`src/swpl_pkg.sv`:
```
// Package for the sorted word prefix lookup block.
// Types, codes, character constants and character-class helpers.
// No dependencies.
package swpl_pkg;

    localparam int KEY_LEN_DEF  = 64;
    localparam int WORD_LEN_DEF = 256;

    localparam logic [7:0] CH_NUL   = 8'h00;
    localparam logic [7:0] CH_TAB   = 8'h09;
    localparam logic [7:0] CH_CR    = 8'h0D;
    localparam logic [7:0] CH_SP    = 8'h20;
    localparam logic [7:0] CH_MINUS = 8'h2D;
    localparam logic [7:0] CH_DOT   = 8'h2E;
    localparam logic [7:0] CH_0     = 8'h30;
    localparam logic [7:0] CH_9     = 8'h39;
    localparam logic [7:0] CH_UA    = 8'h41;
    localparam logic [7:0] CH_UZ    = 8'h5A;
    localparam logic [7:0] CH_LA    = 8'h61;
    localparam logic [7:0] CH_LZ    = 8'h7A;
    localparam logic [7:0] CASE_OFS = 8'h20;

    localparam logic signed [2:0] V_KEY_BEFORE  = -3'sd2;
    localparam logic signed [2:0] V_KEY_PREFIX  = -3'sd1;
    localparam logic signed [2:0] V_EQUAL       = 3'sd0;
    localparam logic signed [2:0] V_WORD_PREFIX = 3'sd1;
    localparam logic signed [2:0] V_WORD_BEFORE = 3'sd2;

    localparam logic [2:0] CFG_FOLD  = 3'd0;
    localparam logic [2:0] CFG_DICT  = 3'd1;
    localparam logic [2:0] CFG_EXACT = 3'd2;
    localparam logic [2:0] CFG_NUM   = 3'd3;
    localparam logic [2:0] CFG_FEND  = 3'd4;

    typedef enum logic [1:0] {
        F_KEY_CH   = 2'd0,
        F_KEY_END  = 2'd1,
        F_WORD_CH  = 2'd2,
        F_WORD_END = 2'd3
    } t_func;

    typedef enum logic [1:0] {
        PH_SEARCH = 2'd0,
        PH_PRINT  = 2'd1,
        PH_DONE   = 2'd2,
        PH_LOAD   = 2'd3
    } t_phase;

    typedef struct packed {
        logic we_key;
        logic we_word;
        logic start;
        logic numeric;
    } t_cwr_ctl;

    typedef struct packed {
        logic              done;
        logic signed [2:0] v;
    } t_cmp_res;

    function automatic logic is_digit(input logic [7:0] c);
        return (c >= CH_0) && (c <= CH_9);
    endfunction

    function automatic logic is_space(input logic [7:0] c);
        return (c == CH_SP) || ((c >= CH_TAB) && (c <= CH_CR));
    endfunction

    function automatic logic keep_dict(input logic [7:0] c);
        return is_digit(c) || ((c >= CH_UA) && (c <= CH_UZ)) || ((c >= CH_LA) && (c <= CH_LZ))
            || (c == CH_SP) || (c == CH_TAB);
    endfunction

    function automatic logic [7:0] fold_ch(input logic [7:0] c, input logic en);
        return (en && (c >= CH_UA) && (c <= CH_UZ)) ? c + CASE_OFS : c;
    endfunction

endpackage

```
`src/swpl_cmp.sv`:
```
// Compare engine: holds the canonical key and word buffers and walks them.
// Byte order with prefix classes, or signed decimal compare. Uses swpl_pkg.
module swpl_cmp import swpl_pkg::*; #(
    parameter int KEY_LEN  = KEY_LEN_DEF,
    parameter int WORD_LEN = WORD_LEN_DEF,
    localparam int KA   = $clog2(KEY_LEN),
    localparam int WA   = $clog2(WORD_LEN),
    localparam int KP_W = $clog2(KEY_LEN + 1),
    localparam int WP_W = $clog2(WORD_LEN + 1),
    localparam int CW   = (KP_W > WP_W) ? KP_W : WP_W
) (
    input  logic            i_clk,
    input  logic            i_rst_n,
    input  t_cwr_ctl        i_ctl,
    input  logic [CW-1:0]   i_waddr,
    input  logic [7:0]      i_wdata,
    input  logic [KP_W-1:0] i_klen,
    input  logic [WP_W-1:0] i_wlen,
    output t_cmp_res        o_res
);

    typedef enum logic [2:0] {
        C_IDLE = 3'b001,
        C_RD   = 3'b010,
        C_EV   = 3'b100
    } t_cst;

    typedef enum logic [12:0] {
        Q_BYTE = 13'b0000000000001,
        Q_SPS  = 13'b0000000000010,
        Q_DGS  = 13'b0000000000100,
        Q_SPT  = 13'b0000000001000,
        Q_DGT  = 13'b0000000010000,
        Q_MID  = 13'b0000000100000,
        Q_XS   = 13'b0000001000000,
        Q_XT   = 13'b0000010000000,
        Q_OV   = 13'b0000100000000,
        Q_DOT  = 13'b0001000000000,
        Q_FR   = 13'b0010000000000,
        Q_RS   = 13'b0100000000000,
        Q_RT   = 13'b1000000000000
    } t_step;

    logic [7:0] ckey  [KEY_LEN];
    logic [7:0] cword [WORD_LEN];

    t_cst            r_st, n_st;
    t_step           r_step, n_step;
    logic [KP_W-1:0] r_pa, n_pa, r_si, n_si, r_sie, n_sie, r_sxe, n_sxe;
    logic [WP_W-1:0] r_pb, n_pb, r_ti, n_ti, r_tie, n_tie, r_txe, n_txe;
    logic            r_neg_s, n_neg_s, r_neg_t, n_neg_t;
    logic [7:0]      r_kq, r_wq;
    t_cmp_res        r_res, n_res;

    logic [7:0]        ck, cw;
    logic              same;
    logic signed [2:0] v_ss, v_nss, v_ts, v_d;
    logic [KP_W-1:0]   ls;
    logic [WP_W-1:0]   lt;
    logic [CW-1:0]     m;

    always_ff @(posedge i_clk) begin
        if (i_ctl.we_key) begin
            ckey[i_waddr[KA-1:0]] <= i_wdata;
        end
        if (i_ctl.we_word) begin
            cword[i_waddr[WA-1:0]] <= i_wdata;
        end
        r_kq <= ckey[r_pa[KA-1:0]];
        r_wq <= cword[r_pb[WA-1:0]];
    end

    always_comb begin
        ck    = (r_pa < i_klen) ? r_kq : CH_NUL;
        cw    = (r_pb < i_wlen) ? r_wq : CH_NUL;
        same  = (r_neg_s == r_neg_t);
        v_ss  = r_neg_s ? V_WORD_BEFORE : V_KEY_BEFORE;
        v_nss = r_neg_s ? V_KEY_BEFORE : V_WORD_BEFORE;
        v_ts  = r_neg_t ? V_WORD_BEFORE : V_KEY_BEFORE;
        v_d   = (cw > ck) ? v_ss : v_nss;
        ls    = r_sie - r_si;
        lt    = r_tie - r_ti;
        if (!same) begin
            m = '0;
        end else if (CW'(ls) < CW'(lt)) begin
            m = CW'(ls);
        end else begin
            m = CW'(lt);
        end

        n_st    = r_st;
        n_step  = r_step;
        n_pa    = r_pa;
        n_pb    = r_pb;
        n_si    = r_si;
        n_sie   = r_sie;
        n_sxe   = r_sxe;
        n_ti    = r_ti;
        n_tie   = r_tie;
        n_txe   = r_txe;
        n_neg_s = r_neg_s;
        n_neg_t = r_neg_t;
        n_res   = r_res;
        n_res.done = 1'b0;

        case (r_st)
            C_IDLE: begin
                if (i_ctl.start) begin
                    n_st    = C_RD;
                    n_step  = i_ctl.numeric ? Q_SPS : Q_BYTE;
                    n_pa    = '0;
                    n_pb    = '0;
                    n_neg_s = 1'b0;
                    n_neg_t = 1'b0;
                end
            end
            C_RD: begin
                n_st = C_EV;
            end
            C_EV: begin
                n_st = C_RD;
                case (r_step)
                    Q_BYTE: begin
                        if (ck == cw) begin
                            if (ck == CH_NUL) begin
                                n_res = '{done: 1'b1, v: V_EQUAL};
                            end else begin
                                n_pa = r_pa + 1'b1;
                                n_pb = r_pb + 1'b1;
                            end
                        end else if (ck == CH_NUL) begin
                            n_res = '{done: 1'b1, v: V_KEY_PREFIX};
                        end else if (cw == CH_NUL) begin
                            n_res = '{done: 1'b1, v: V_WORD_PREFIX};
                        end else begin
                            n_res = '{done: 1'b1,
                                      v: (ck < cw) ? V_KEY_BEFORE : V_WORD_BEFORE};
                        end
                    end
                    Q_SPS: begin
                        if (is_space(ck)) begin
                            n_pa = r_pa + 1'b1;
                        end else begin
                            n_step = Q_DGS;
                            if (ck == CH_MINUS) begin
                                n_neg_s = 1'b1;
                                n_pa    = r_pa + 1'b1;
                                n_si    = r_pa + 1'b1;
                            end else begin
                                n_si = r_pa;
                            end
                        end
                    end
                    Q_DGS: begin
                        if (is_digit(ck)) begin
                            n_pa = r_pa + 1'b1;
                        end else begin
                            n_sie  = r_pa;
                            n_step = Q_SPT;
                        end
                    end
                    Q_SPT: begin
                        if (is_space(cw)) begin
                            n_pb = r_pb + 1'b1;
                        end else begin
                            n_step = Q_DGT;
                            if (cw == CH_MINUS) begin
                                n_neg_t = 1'b1;
                                n_pb    = r_pb + 1'b1;
                                n_ti    = r_pb + 1'b1;
                            end else begin
                                n_ti = r_pb;
                            end
                        end
                    end
                    Q_DGT: begin
                        if (is_digit(cw)) begin
                            n_pb = r_pb + 1'b1;
                        end else begin
                            n_tie  = r_pb;
                            n_step = Q_MID;
                        end
                    end
                    Q_MID: begin
                        n_sxe  = r_sie - m[KP_W-1:0];
                        n_txe  = r_tie - m[WP_W-1:0];
                        n_pa   = r_si;
                        n_pb   = r_ti;
                        n_step = Q_XS;
                    end
                    Q_XS: begin
                        if (r_pa < r_sxe) begin
                            if (ck != CH_0) begin
                                n_res = '{done: 1'b1, v: v_nss};
                            end else begin
                                n_pa = r_pa + 1'b1;
                            end
                        end else begin
                            n_step = Q_XT;
                        end
                    end
                    Q_XT: begin
                        if (r_pb < r_txe) begin
                            if (cw != CH_0) begin
                                n_res = '{done: 1'b1, v: v_ts};
                            end else begin
                                n_pb = r_pb + 1'b1;
                            end
                        end else begin
                            n_pa   = r_sxe;
                            n_pb   = r_txe;
                            n_step = Q_OV;
                        end
                    end
                    Q_OV: begin
                        if (r_pa < r_sie) begin
                            if (ck != cw) begin
                                n_res = '{done: 1'b1, v: v_d};
                            end else begin
                                n_pa = r_pa + 1'b1;
                                n_pb = r_pb + 1'b1;
                            end
                        end else begin
                            n_pa   = r_sie;
                            n_pb   = r_tie;
                            n_step = Q_DOT;
                        end
                    end
                    Q_DOT: begin
                        if (ck == CH_DOT) begin
                            n_pa = r_pa + 1'b1;
                        end
                        if (cw == CH_DOT) begin
                            n_pb = r_pb + 1'b1;
                        end
                        n_step = same ? Q_FR : Q_RS;
                    end
                    Q_FR: begin
                        if (is_digit(ck) && is_digit(cw)) begin
                            if (ck != cw) begin
                                n_res = '{done: 1'b1, v: v_d};
                            end else begin
                                n_pa = r_pa + 1'b1;
                                n_pb = r_pb + 1'b1;
                            end
                        end else begin
                            n_step = Q_RS;
                        end
                    end
                    Q_RS: begin
                        if (is_digit(ck)) begin
                            if (ck != CH_0) begin
                                n_res = '{done: 1'b1, v: v_nss};
                            end else begin
                                n_pa = r_pa + 1'b1;
                            end
                        end else begin
                            n_step = Q_RT;
                        end
                    end
                    Q_RT: begin
                        if (is_digit(cw)) begin
                            if (cw != CH_0) begin
                                n_res = '{done: 1'b1, v: v_ts};
                            end else begin
                                n_pb = r_pb + 1'b1;
                            end
                        end else begin
                            n_res = '{done: 1'b1, v: V_EQUAL};
                        end
                    end
                    default: begin
                        n_step = Q_BYTE;
                    end
                endcase
                if (n_res.done) begin
                    n_st = C_IDLE;
                end
            end
            default: begin
                n_st = C_IDLE;
            end
        endcase
    end

    always_ff @(posedge i_clk) begin
        if (!i_rst_n) begin
            r_st       <= C_IDLE;
            r_step     <= Q_BYTE;
            r_res.done <= 1'b0;
        end else begin
            r_st       <= n_st;
            r_step     <= n_step;
            r_res.done <= n_res.done;
        end
        r_res.v <= n_res.v;
        r_pa    <= n_pa;
        r_pb    <= n_pb;
        r_si    <= n_si;
        r_sie   <= n_sie;
        r_sxe   <= n_sxe;
        r_ti    <= n_ti;
        r_tie   <= n_tie;
        r_txe   <= n_txe;
        r_neg_s <= n_neg_s;
        r_neg_t <= n_neg_t;
    end

    assign o_res = r_res;

endmodule

```
`config.mk`:
```
export PLATFORM = sky130hd
export DESIGN_NAME = swpl_cmp
export DESIGN_NICKNAME = d
export VERILOG_FILES = /design/src/swpl_pkg.sv /design/src/swpl_cmp.sv
export SDC_FILE = /design/constraint.sdc
export NUM_CORES = 2
export LEC_CHECK = 0
export ABC_CLOCK_PERIOD_IN_PS = 4570
export BUFFER_PORTS_ARGS = -buffer_cell sky130_fd_sc_hd__buf_2
export CAP_MARGIN = 20
export CORE_UTILIZATION = 59
export CTS_BUF_LIST = sky130_fd_sc_hd__clkbuf_4 sky130_fd_sc_hd__clkbuf_8
export CTS_CLUSTER_SIZE = 25
export DETAILED_ROUTE_END_ITERATION = 7
export GPL_ROUTABILITY_DRIVEN = 0
export MAX_ROUTING_LAYER = met4
export PLACE_DENSITY_LB_ADDON = 0.1
export SETUP_SLACK_MARGIN = 0.05
export SLEW_MARGIN = 0
export SYNTH_ARGS = -nofsm -noshare
export SYNTH_HDL_FRONTEND = slang
export SYNTH_SLANG_ARGS = --single-unit
```
`constraint.sdc`:
```
create_clock -name i_clk -period 4.57 [get_ports i_clk]
set_input_delay 0.914 -clock i_clk [delete_from_list [all_inputs] [get_ports i_clk]]
set_output_delay 0.914 -clock i_clk [all_outputs]
set_load 0.02 [all_outputs]
```
==> results.md <==
* Antenna violations before repair at 11
* Number of global-route vias before repair at 53900
* Grt total ovfl at 0
* Routed WL per cell at 30.3 um
* Global-route wire length before repair at 367000 um
* Count of final setup violators at 3
* Sequential fraction of the synthesis area at 0.743
* CTS Buf Count at 428
* Num ports at 43
* Total wire length after detailed routing at 250000 um
* Instance count of the mapped netlist at 5113
* Count of vias placed by the detailed router at 53200
* Number of iterations in the first detailed-routing pass at 6
* Buffers on Ports at 41
* Area of placed instances at 112000 sq um
* CTS Sinks at 2662
* Min Clock Period, post-route at 4.65 ns
* Max Root-Sink Buffers at 4
* Startpoint of the most critical register-to-register path: r_sie[0]
* Most common cell in the synthesized netlist: sky130_fd_sc_hd__edfxtp_1
* Mapped cell area at 107000 sq um
* DP HPWL at 149000 um
* Worst Path Arrival at 5.43 ns
* Number of max-slew violations in the final report at 0
* Normalized max-slew margin at 0.297
* Deepest level of the CTS H-tree at 5
* Fmax at 215 MHz
* Count of standard-cell rows at 156
* Area growth from synthesis to layout at 12.1%
* Primary FF master, synth: sky130_fd_sc_hd__edfxtp_1
* Leading post-synthesis cells by cell area: sky130_fd_sc_hd__edfxtp_1 (74%), sky130_fd_sc_hd__mux4_2 (17%), sky130_fd_sc_hd__nor2_1 (1.3%), sky130_fd_sc_hd__ha_1 (0.91%), sky130_fd_sc_hd__dfxtp_1 (0.62%)
* Biggest area consumer among synthesized cells: sky130_fd_sc_hd__edfxtp_1
* Launch point of the critical path: r_sie[0]
* Unrepaired setup endpoints after global routing: yes
* Mean cell area of the mapped netlist at 21.0 sq um
* Violated checks: negative setup slack
* Initial standard-cell utilization of the core at 0.593
* Post-synthesis net count at 5234
* Share of synthesized registers carrying an async set or reset at 0
* Count of distinct cell types in the synthesized netlist at 92
* Number of remaining DRC errors at 0
* Largest driver fanout on the critical path at 3
* Post-Route Skew at 0.0642 ns
* Total power at 50000 uW
* Iter 0 DRT Violations at 5793
* Critical path startpoint category: flop
* Post-synthesis sequential element count at 2662
* Synth warnings at 0
* Share of the clock period used by the worst path at 1.02
* Total negative slack at -0.157 ns
* Overall global routing resource usage at 0.285
* Worst Max-Slew Pin Slew at 1.05 ns
* Endpoint kind of the worst setup timing path: flop
* Least setup slack across all paths after layout at -0.0828 ns
* Hold violation total from the final report at 0
* Horizontal extent of the die at 428 um
* Leakage power of the design at 0.0379 uW
* Die Height at 428 um
* Path type of the worst min-delay path: input port to flop
* Full die area at 183000 sq um
* Share of the synthesized area in the top cell type at 0.737
* Power density normalized to cell area at 417 nW/um^2
* Net count of the finished layout at 5705
* Post-synth EDFFs at 2629
* Peak ir drop on the vdd network at 0.000349 V
* Number of routed nets with antenna violations at 0
* Layout cells sized above 1 at 0.312
* Data required time of the critical path at 5.35 ns
* Finished layout cell area at 120000 sq um
* TritonCTS clock tree: done
* Post-CTS Hold Fix Bufs at 0
* Start point of the worst hold path: i_ctl[0]
* Critical path class: flop to flop
* Clock-pin slew reported for the worst setup and hold paths after clock tree synthesis at 0.07 ns
* Clock root buffer: sky130_fd_sc_hd__clkbuf_8
* Pin count of the biggest net entering global routing at 141
* Clock insertion delay at the later pin of the skew report at 1.06 ns
* Status: finished with violations
* CORE AREA at 181000 sq um
* Leading post-synthesis cells by instance count: sky130_fd_sc_hd__edfxtp_1 (2629), sky130_fd_sc_hd__mux4_2 (800), sky130_fd_sc_hd__nor2_1 (385), sky130_fd_sc_hd__clkbuf_1 (168), sky130_fd_sc_hd__nand2_1 (111)
* Routed vias/inst at 6.44
* Max-cap viol count at 0
-- cells by family after synthesis --
logic type | share of synthesized area
and+or+nand+nor | 0.0350
adders and majority gates | 0.00995
buffers and inverters | 0.0139
DFF | 0.743
other | 0.0000350
AOI/OAI and AO/OA | 0.0215
xor gates and xnor gates | 0.00482
muxes | 0.172
-- metrics by stage --
step,hold WS (ns),utilization,worst slack (ns),std cells
after floorplan,0.434,-,0.0506,5113
after global placement,0.455,0.618,-0.189,7497
after detailed placement,0.470,0.618,-0.226,7497
after CTS,0.0486,0.664,-0.0978,8256
after global routing,0.0783,0.665,-0.285,8266
final,0.162,0.665,-0.0828,8266
-- flip-flops by register name, indices dropped and copies added, names as in the netlist --
signal,flops
cword,2048
ckey,512
r_step,13
r_pb,9
r_ti,9
r_tie,9
r_txe,9
r_kq,8
r_wq,8
r_pa,7
r_si,7
r_sie,7
r_sxe,7
o_res,4
r_st,3
r_neg_s,1
r_neg_t,1
-- cells in the final DEF (no fill, tap or decap), types with 16 or more instances in the layout --
master | synthesis | final
sky130_fd_sc_hd__clkinv_1 | 1 | 110
sky130_fd_sc_hd__a21o_1 | 20 | 20
sky130_fd_sc_hd__a22oi_1 | 35 | 35
sky130_fd_sc_hd__mux4_2 | 800 | 800
sky130_fd_sc_hd__mux2i_1 | 37 | 37
sky130_fd_sc_hd__clkbuf_8 | 0 | 437
sky130_fd_sc_hd__a31oi_1 | 17 | 16
sky130_fd_sc_hd__buf_4 | 3 | 241
sky130_fd_sc_hd__nand2_1 | 111 | 109
sky130_fd_sc_hd__nand3_1 | 64 | 52
sky130_fd_sc_hd__clkinv_2 | 0 | 41
sky130_fd_sc_hd__a21oi_1 | 63 | 57
sky130_fd_sc_hd__nor2b_1 | 29 | 29
sky130_fd_sc_hd__inv_1 | 80 | 75
sky130_fd_sc_hd__edfxtp_1 | 2629 | 2629
sky130_fd_sc_hd__xnor2_1 | 46 | 45
sky130_fd_sc_hd__ha_1 | 78 | 72
sky130_fd_sc_hd__nand2b_1 | 21 | 20
sky130_fd_sc_hd__nor2_1 | 385 | 380
sky130_fd_sc_hd__o21ai_0 | 52 | 48
sky130_fd_sc_hd__buf_2 | 77 | 33
sky130_fd_sc_hd__clkbuf_4 | 0 | 126
sky130_fd_sc_hd__a211oi_1 | 24 | 24
sky130_fd_sc_hd__dfxtp_1 | 33 | 33
sky130_fd_sc_hd__nand4_1 | 23 | 23
sky130_fd_sc_hd__and3_1 | 18 | 18
sky130_fd_sc_hd__buf_12 | 0 | 35
sky130_fd_sc_hd__nor3_1 | 23 | 23
-- critical path, stage by stage (launching register included) --
cell	delay [ns]
sky130_fd_sc_hd__edfxtp_1	0.41
sky130_fd_sc_hd__inv_2	0.10
sky130_fd_sc_hd__ha_4	0.12
sky130_fd_sc_hd__inv_2	0.04
sky130_fd_sc_hd__fa_2	0.38
sky130_fd_sc_hd__a21o_1	0.17
sky130_fd_sc_hd__a21oi_2	0.16
sky130_fd_sc_hd__o21bai_1	0.11
sky130_fd_sc_hd__a21oi_2	0.19
sky130_fd_sc_hd__xnor2_2	0.17
sky130_fd_sc_hd__ha_4	0.25
sky130_fd_sc_hd__a21o_1	0.20
sky130_fd_sc_hd__a31oi_4	0.18
sky130_fd_sc_hd__nor3_4	0.07
sky130_fd_sc_hd__mux2_4	0.23
sky130_fd_sc_hd__nor2_4	0.04
sky130_fd_sc_hd__ha_4	0.20
sky130_fd_sc_hd__fa_2	0.39
sky130_fd_sc_hd__nor2b_1	0.15
sky130_fd_sc_hd__o21ai_1	0.10
sky130_fd_sc_hd__a21boi_1	0.19
sky130_fd_sc_hd__o21a_1	0.16
sky130_fd_sc_hd__o21ai_1	0.06
sky130_fd_sc_hd__nand2b_1	0.10
sky130_fd_sc_hd__a21oi_2	0.07
sky130_fd_sc_hd__xor2_1	0.14
-- power breakdown --
| part | leakage (uW) | switching (uW) | total, uW | internal (uW) |
|---|---|---|---|---|
| logic | 0.00975 | 2010 | 3440 | 1430 |
| clock network | 0.00425 | 9020 | 19500 | 10500 |
| registers | 0.0239 | 91.7 | 27000 | 27000 |
| total | 0.0379 | 11100 | 50000 | 38900 |
-- layout make-up --
type	instances	area, sq um
Tap cell	2370	2970
Sequential cell	2662	79600
Inverter	81	304
Antenna cell	5	12.5
Clock buffer	563	6960
Clock inverter	174	1070
Multi-Input combinational cell	2090	26300
Timing Repair Buffer	321	2840
Fill cell	11700	60500
-- final timing paths --
kind	to	slack [ns]	cells past startpoint
setup reg to reg	r_txe[8]	-0.08	25
hold / removal	r_step[1]	0.16	3
hold reg to reg	r_st[2]	0.48	1
setup / recovery	r_txe[8]	-0.08	25
-- what timing repair did --
| action | CTS | global route |
|---|---|---|
| hold endpoints to repair | 0 | 0 |
| pin swaps | 28 | 26 |
| setup buffers | 23 | 5 |
| gates resized for setup | 27 | 14 |
| endpoints found under the setup margin | 6 | 9 |
-- routing by layer --
metal | track usage | routed length (um)
met1 | 0.403 | 103000
met2 | 0.440 | 124000
met3 | 0.0471 | 18800
met4 | 0.0706 | 5360
met5 | - | 0
(Power assumes the default switching activity.)
